$ cat src/hw/rtl/psrst_pkg.sv
package psrst_pkg;

  localparam int unsigned DEF_LEAVES = 1024;
  localparam int unsigned IDX_W      = 10;
  localparam int unsigned DATA_W     = 32;

  typedef enum logic {
    OP_SET   = 1'b0,
    OP_QUERY = 1'b1
  } op_e;

  // controller -> datapath
  typedef struct packed {
    logic load;
    logic clear;
    logic set_leaf;
    logic set_up;
    logic query;
  } dp_cmd_t;

  // datapath -> controller
  typedef struct packed {
    logic clear_last;
    logic leaf_ok;
    logic at_root;
    logic range_done;
  } dp_sts_t;

endpackage

$ cat src/hw/rtl/psrst_ctrl.sv
module psrst_ctrl import psrst_pkg::*; (
  input  logic    clk_i,
  input  logic    rst_ni,
  input  logic    start_i,
  input  logic    operation_i,
  input  dp_sts_t sts_i,
  output dp_cmd_t cmd_o,
  output logic    busy_o,
  output logic    done_o
);

  typedef enum logic [2:0] {
    ST_CLEAR,
    ST_IDLE,
    ST_SET_LEAF,
    ST_SET_UP,
    ST_QUERY
  } state_e;

  state_e state_q, state_d;
  logic   done_q, done_d;

  always_comb begin
    state_d = state_q;
    done_d  = 1'b0;
    cmd_o   = '0;
    unique case (state_q)
      ST_CLEAR: begin
        cmd_o.clear = 1'b1;
        if (sts_i.clear_last) begin
          state_d = ST_IDLE;
        end
      end
      ST_IDLE: begin
        if (start_i) begin
          cmd_o.load = 1'b1;
          state_d    = (operation_i == OP_QUERY) ? ST_QUERY : ST_SET_LEAF;
        end
      end
      ST_SET_LEAF: begin
        cmd_o.set_leaf = 1'b1;
        // drop a write beyond the last leaf
        state_d = sts_i.leaf_ok ? ST_SET_UP : ST_IDLE;
      end
      ST_SET_UP: begin
        cmd_o.set_up = 1'b1;
        if (sts_i.at_root) begin
          state_d = ST_IDLE;
        end
      end
      ST_QUERY: begin
        cmd_o.query = 1'b1;
        if (sts_i.range_done) begin
          state_d = ST_IDLE;
          done_d  = 1'b1;
        end
      end
      default: state_d = ST_IDLE;
    endcase
  end

  always_ff @(posedge clk_i or negedge rst_ni) begin
    if (!rst_ni) begin
      state_q <= ST_CLEAR;
      done_q  <= 1'b0;
    end else begin
      state_q <= state_d;
      done_q  <= done_d;
    end
  end

  assign busy_o = state_q != ST_IDLE;
  assign done_o = done_q;

endmodule
$ cat config.mk
export PLATFORM = sky130hd
export DESIGN_NAME = psrst_ctrl
export DESIGN_NICKNAME = d
export VERILOG_FILES = /design/src/hw/rtl/psrst_pkg.sv /design/src/hw/rtl/psrst_ctrl.sv
export SDC_FILE = /design/constraint.sdc
export NUM_CORES = 1
export LEC_CHECK = 0
export ABC_AREA = 1
export BUFFER_PORTS_ARGS = -buffer_cell sky130_fd_sc_hd__buf_2
export CAP_MARGIN = 20
export CORE_AREA = 10 10 47 49
export CTS_BUF_LIST = sky130_fd_sc_hd__clkbuf_16
export CTS_CLUSTER_SIZE = 24
export DETAILED_ROUTE_END_ITERATION = 16
export DIE_AREA = 0 0 57 59
export GPL_TIMING_DRIVEN = 1
export PLACE_DENSITY_LB_ADDON = 0.25
export SYNTH_ARGS = -nofsm -noshare
export SYNTH_HDL_FRONTEND = slang
export SYNTH_SLANG_ARGS = --single-unit
export TNS_END_PERCENT = 30
$ cat constraint.sdc
create_clock -name clk_i -period 1.9 [get_ports clk_i]
set_input_delay 0.095 -clock clk_i [delete_from_list [all_inputs] [get_ports clk_i]]
set_output_delay 0.095 -clock clk_i [all_outputs]
set_load 0.05 [all_outputs]
==> impl_metrics.tcl <==
set metrics [dict create \
    clock-sinks 4 \
    finalPower_w 0.000970 \
    syn-cell-area_um2 268 \
    synthMuxAreaShare 0 \
    area_delta_synth_final_pct 61.2 \
    grt_pass1_vias 341 \
    drtAntennaViolNets 0 \
    synth_top_area_frac 0.374 \
    synth_xor_area_frac 0 \
    min-delay-path-class "in2reg" \
    ir_drop_mv 0.649 \
    synth-simple-area-share 0.435 \
    syn_inst 40 \
    p_int_w 0.000500 \
    p_seq_frac 0.184 \
    port_buffers 14 \
    cts_buffer_depth 2 \
    cts_buffers 3 \
    drt_iter0_markers 2 \
    yosysWarnings 0 \
    pwr-share-comb 0.479 \
    synth_cell_types 14 \
    switching_share 0.485 \
    finalHoldWorstSlack_ps 119 \
    design.die.area_um2 3360 \
    switchingPower_w 0.000471 \
    dr.pass1.iters 4 \
    final_min_period_over_clock_period 0.761 \
    start_util 0.191 \
    maxSlewViolCount 0 \
    globalplace.congestion 0.748 \
    synth_area_per_cell_um2 6.69 \
    max_freq_ghz 0.692 \
    synthAdderAreaFrac 0 \
    synthTopCellsByArea "dfrtp_1 (37%), nand2_1 (15%), inv_1 (7.0%), nand3_1 (5.6%), nor2_1 (5.6%)" \
    via_count 303 \
    htree_levels 1 \
    drv_cap 0 \
    crit_path_end_kind "output port" \
    cts.clk_slew.worst_paths_ps 30 \
    outcome "complete, no violations" \
    crit_type "reg2out" \
    synth_largest_area_cell "dfrtp_1" \
    drive_gt1_frac 0.421 \
    nNetsFinal 67 \
    worst_ep_required_time_ps 1800 \
    fin_tns_setup_ps 0 \
    tightest_slew_ps 267 \
    seq_area_frac_synth 0.374 \
    grt_pass1_wl_um 1350 \
    grt_remaining_overflow 0 \
    wirelength_um 737 \
    rows 14 \
    syn-num-nets 48 \
    diodes 0 \
    post-route-min-period_ps 1450 \
    cp_max_fo 8 \
    finalSetupViolations 0 \
    finalClockSkew_ps 2.90 \
    p_clk_frac 0.337 \
    synth_compound_area_frac 0.0374 \
    cp-start-kind "flip-flop" \
    p_per_area_nw_per_um2 2250 \
    p_leak_nw 0.256 \
    slew_headroom 0.822 \
    rsz0062_at_grt "no" \
    core-area_um2 1400 \
    synth_top_family_by_area "simple AND/OR/NAND/NOR gates" \
    root_buffer "clkbuf_16" \
    fin_area_um2 432 \
    die_y_um 59 \
    clkLatencyLatePin_ps 220 \
    dpl_cell_area_um2 347 \
    ios 15 \
    drc 0 \
    antenna_found_initial 0 \
    grtUsageTotal 0.0541 \
    avgRoutedWirePerCell_um 10.1 \
    vias_per_cell 4.15 \
    cts_tree "built" \
    grt_max_degree 9 \
    finalHoldViolCount 0 \
    die_w_um 57 \
    worstPathArrival_ps 1350 \
    dpl.hpwl_um 585 \
    synth-seq-cells 4 \
]
power by group through the flow:
stage	sequential (W)	clock [W]	combinational (W)
final	0.000178	0.000327	0.000465
after floorplan	0.000160	0	0.000405
after CTS	0.000178	0.000330	0.000471
after global placement	0.000176	0	0.000470
after global routing	0.000192	0.000338	0.000511
after detailed placement	0.000180	0	0.000468
path summary, 6_finish.rpt:
kind | depth (start not counted) | slack (ps) | endpoint | startpoint
min in group asynchronous | 2 | 210 | state_q[0]$_DFFE_PN0P_ | rst_ni
min | 3 | 120 | done_o$_DFF_PN0_ | sts_i[0]
max | 5 | 450 | cmd_o[4] | state_q[0]$_DFFE_PN0P_
max in group asynchronous | 2 | 1570 | state_q[2]$_DFFE_PN0P_ | rst_ni
min reg2reg | 1 | 580 | done_o$_DFF_PN0_ | state_q[1]$_DFFE_PN0P_
max reg2reg | 6 | 760 | state_q[0]$_DFFE_PN0P_ | state_q[0]$_DFFE_PN0P_
stage by stage:
step           setup WS [ps]  cells   util
4_1_cts                  449     73  0.308
5_1_grt                  292     73  0.308
3_3_place_gp             717     69  0.247
6_report                 455     73  0.308
3_5_place_dp             685     69  0.247
2_1_floorplan            242     40      -
critical path: stages (launching register included):
cell and delay, ps:
dfrtp_1 480, inv_2 40, nor2_1 140, nand2_2 110
nor2_1 90, buf_2 260
repair_timing:
item	4_1_cts	5_1_grt
resized for setup	0	0
setup endpoints to repair	0	0
endpoints found under the hold margin	4	0
hold buffers	1	0
buffers inserted	0	0
per-layer routing:
metal	up-vias	wire (µm)	share of wire	global-route usage
li1	157	-	-	-
met1	132	309	0.42	0.0465
met2	12	339	0.46	0.0775
met3	2	71	0.096	0.0386
met4	0	17	0.023	0.0604
met5	-	0	0	0
cells by family (layout without fill, tap and decap cells):
| family | Yosys count | in the layout |
|---|---|---|
| AO/OA/AOI/OAI | 2 | 2 |
| buffers and inverters | 9 | 26 |
| flip-flops | 4 | 4 |
| AND/OR/NAND/NOR | 25 | 25 |
layout by cell type, fill, tap and decap left out, types with 2 or more instances in the layout:
master | Yosys | routed
buf_2 | 0 | 14
clkbuf_16 | 0 | 3
dfrtp_1 | 4 | 4
inv_1 | 5 | 5
inv_2 | 3 | 3
nand2_1 | 11 | 11
nand3_1 | 3 | 3
nor2_1 | 4 | 4
nor2_2 | 2 | 2
nor3_1 | 2 | 2
registers in the layout, indices dropped and copies added, names as in the netlist:
name	flops
done_o	1
state_q	3
cell type report:
cell class	count	area [µm²]
fillers	167	970
multi-input cells	27	126
flip-flops and latches	4	100
repair buffers	15	80.1
clock buffers	3	75.1
inverters	8	30.0
well taps	16	20.0
synth_stat cells:
cell and instances:
nand2_1 11, nor3_1 2, nor2_2 2, inv_1 5, buf_6 1, nor4_1 1, nor3_2 1, inv_2 3
dfrtp_1 4, nand3_1 3, o21ai_0 1, nand2_2 1, nor2_1 4, o21ai_1 1
(Power assumes the default switching activity.)
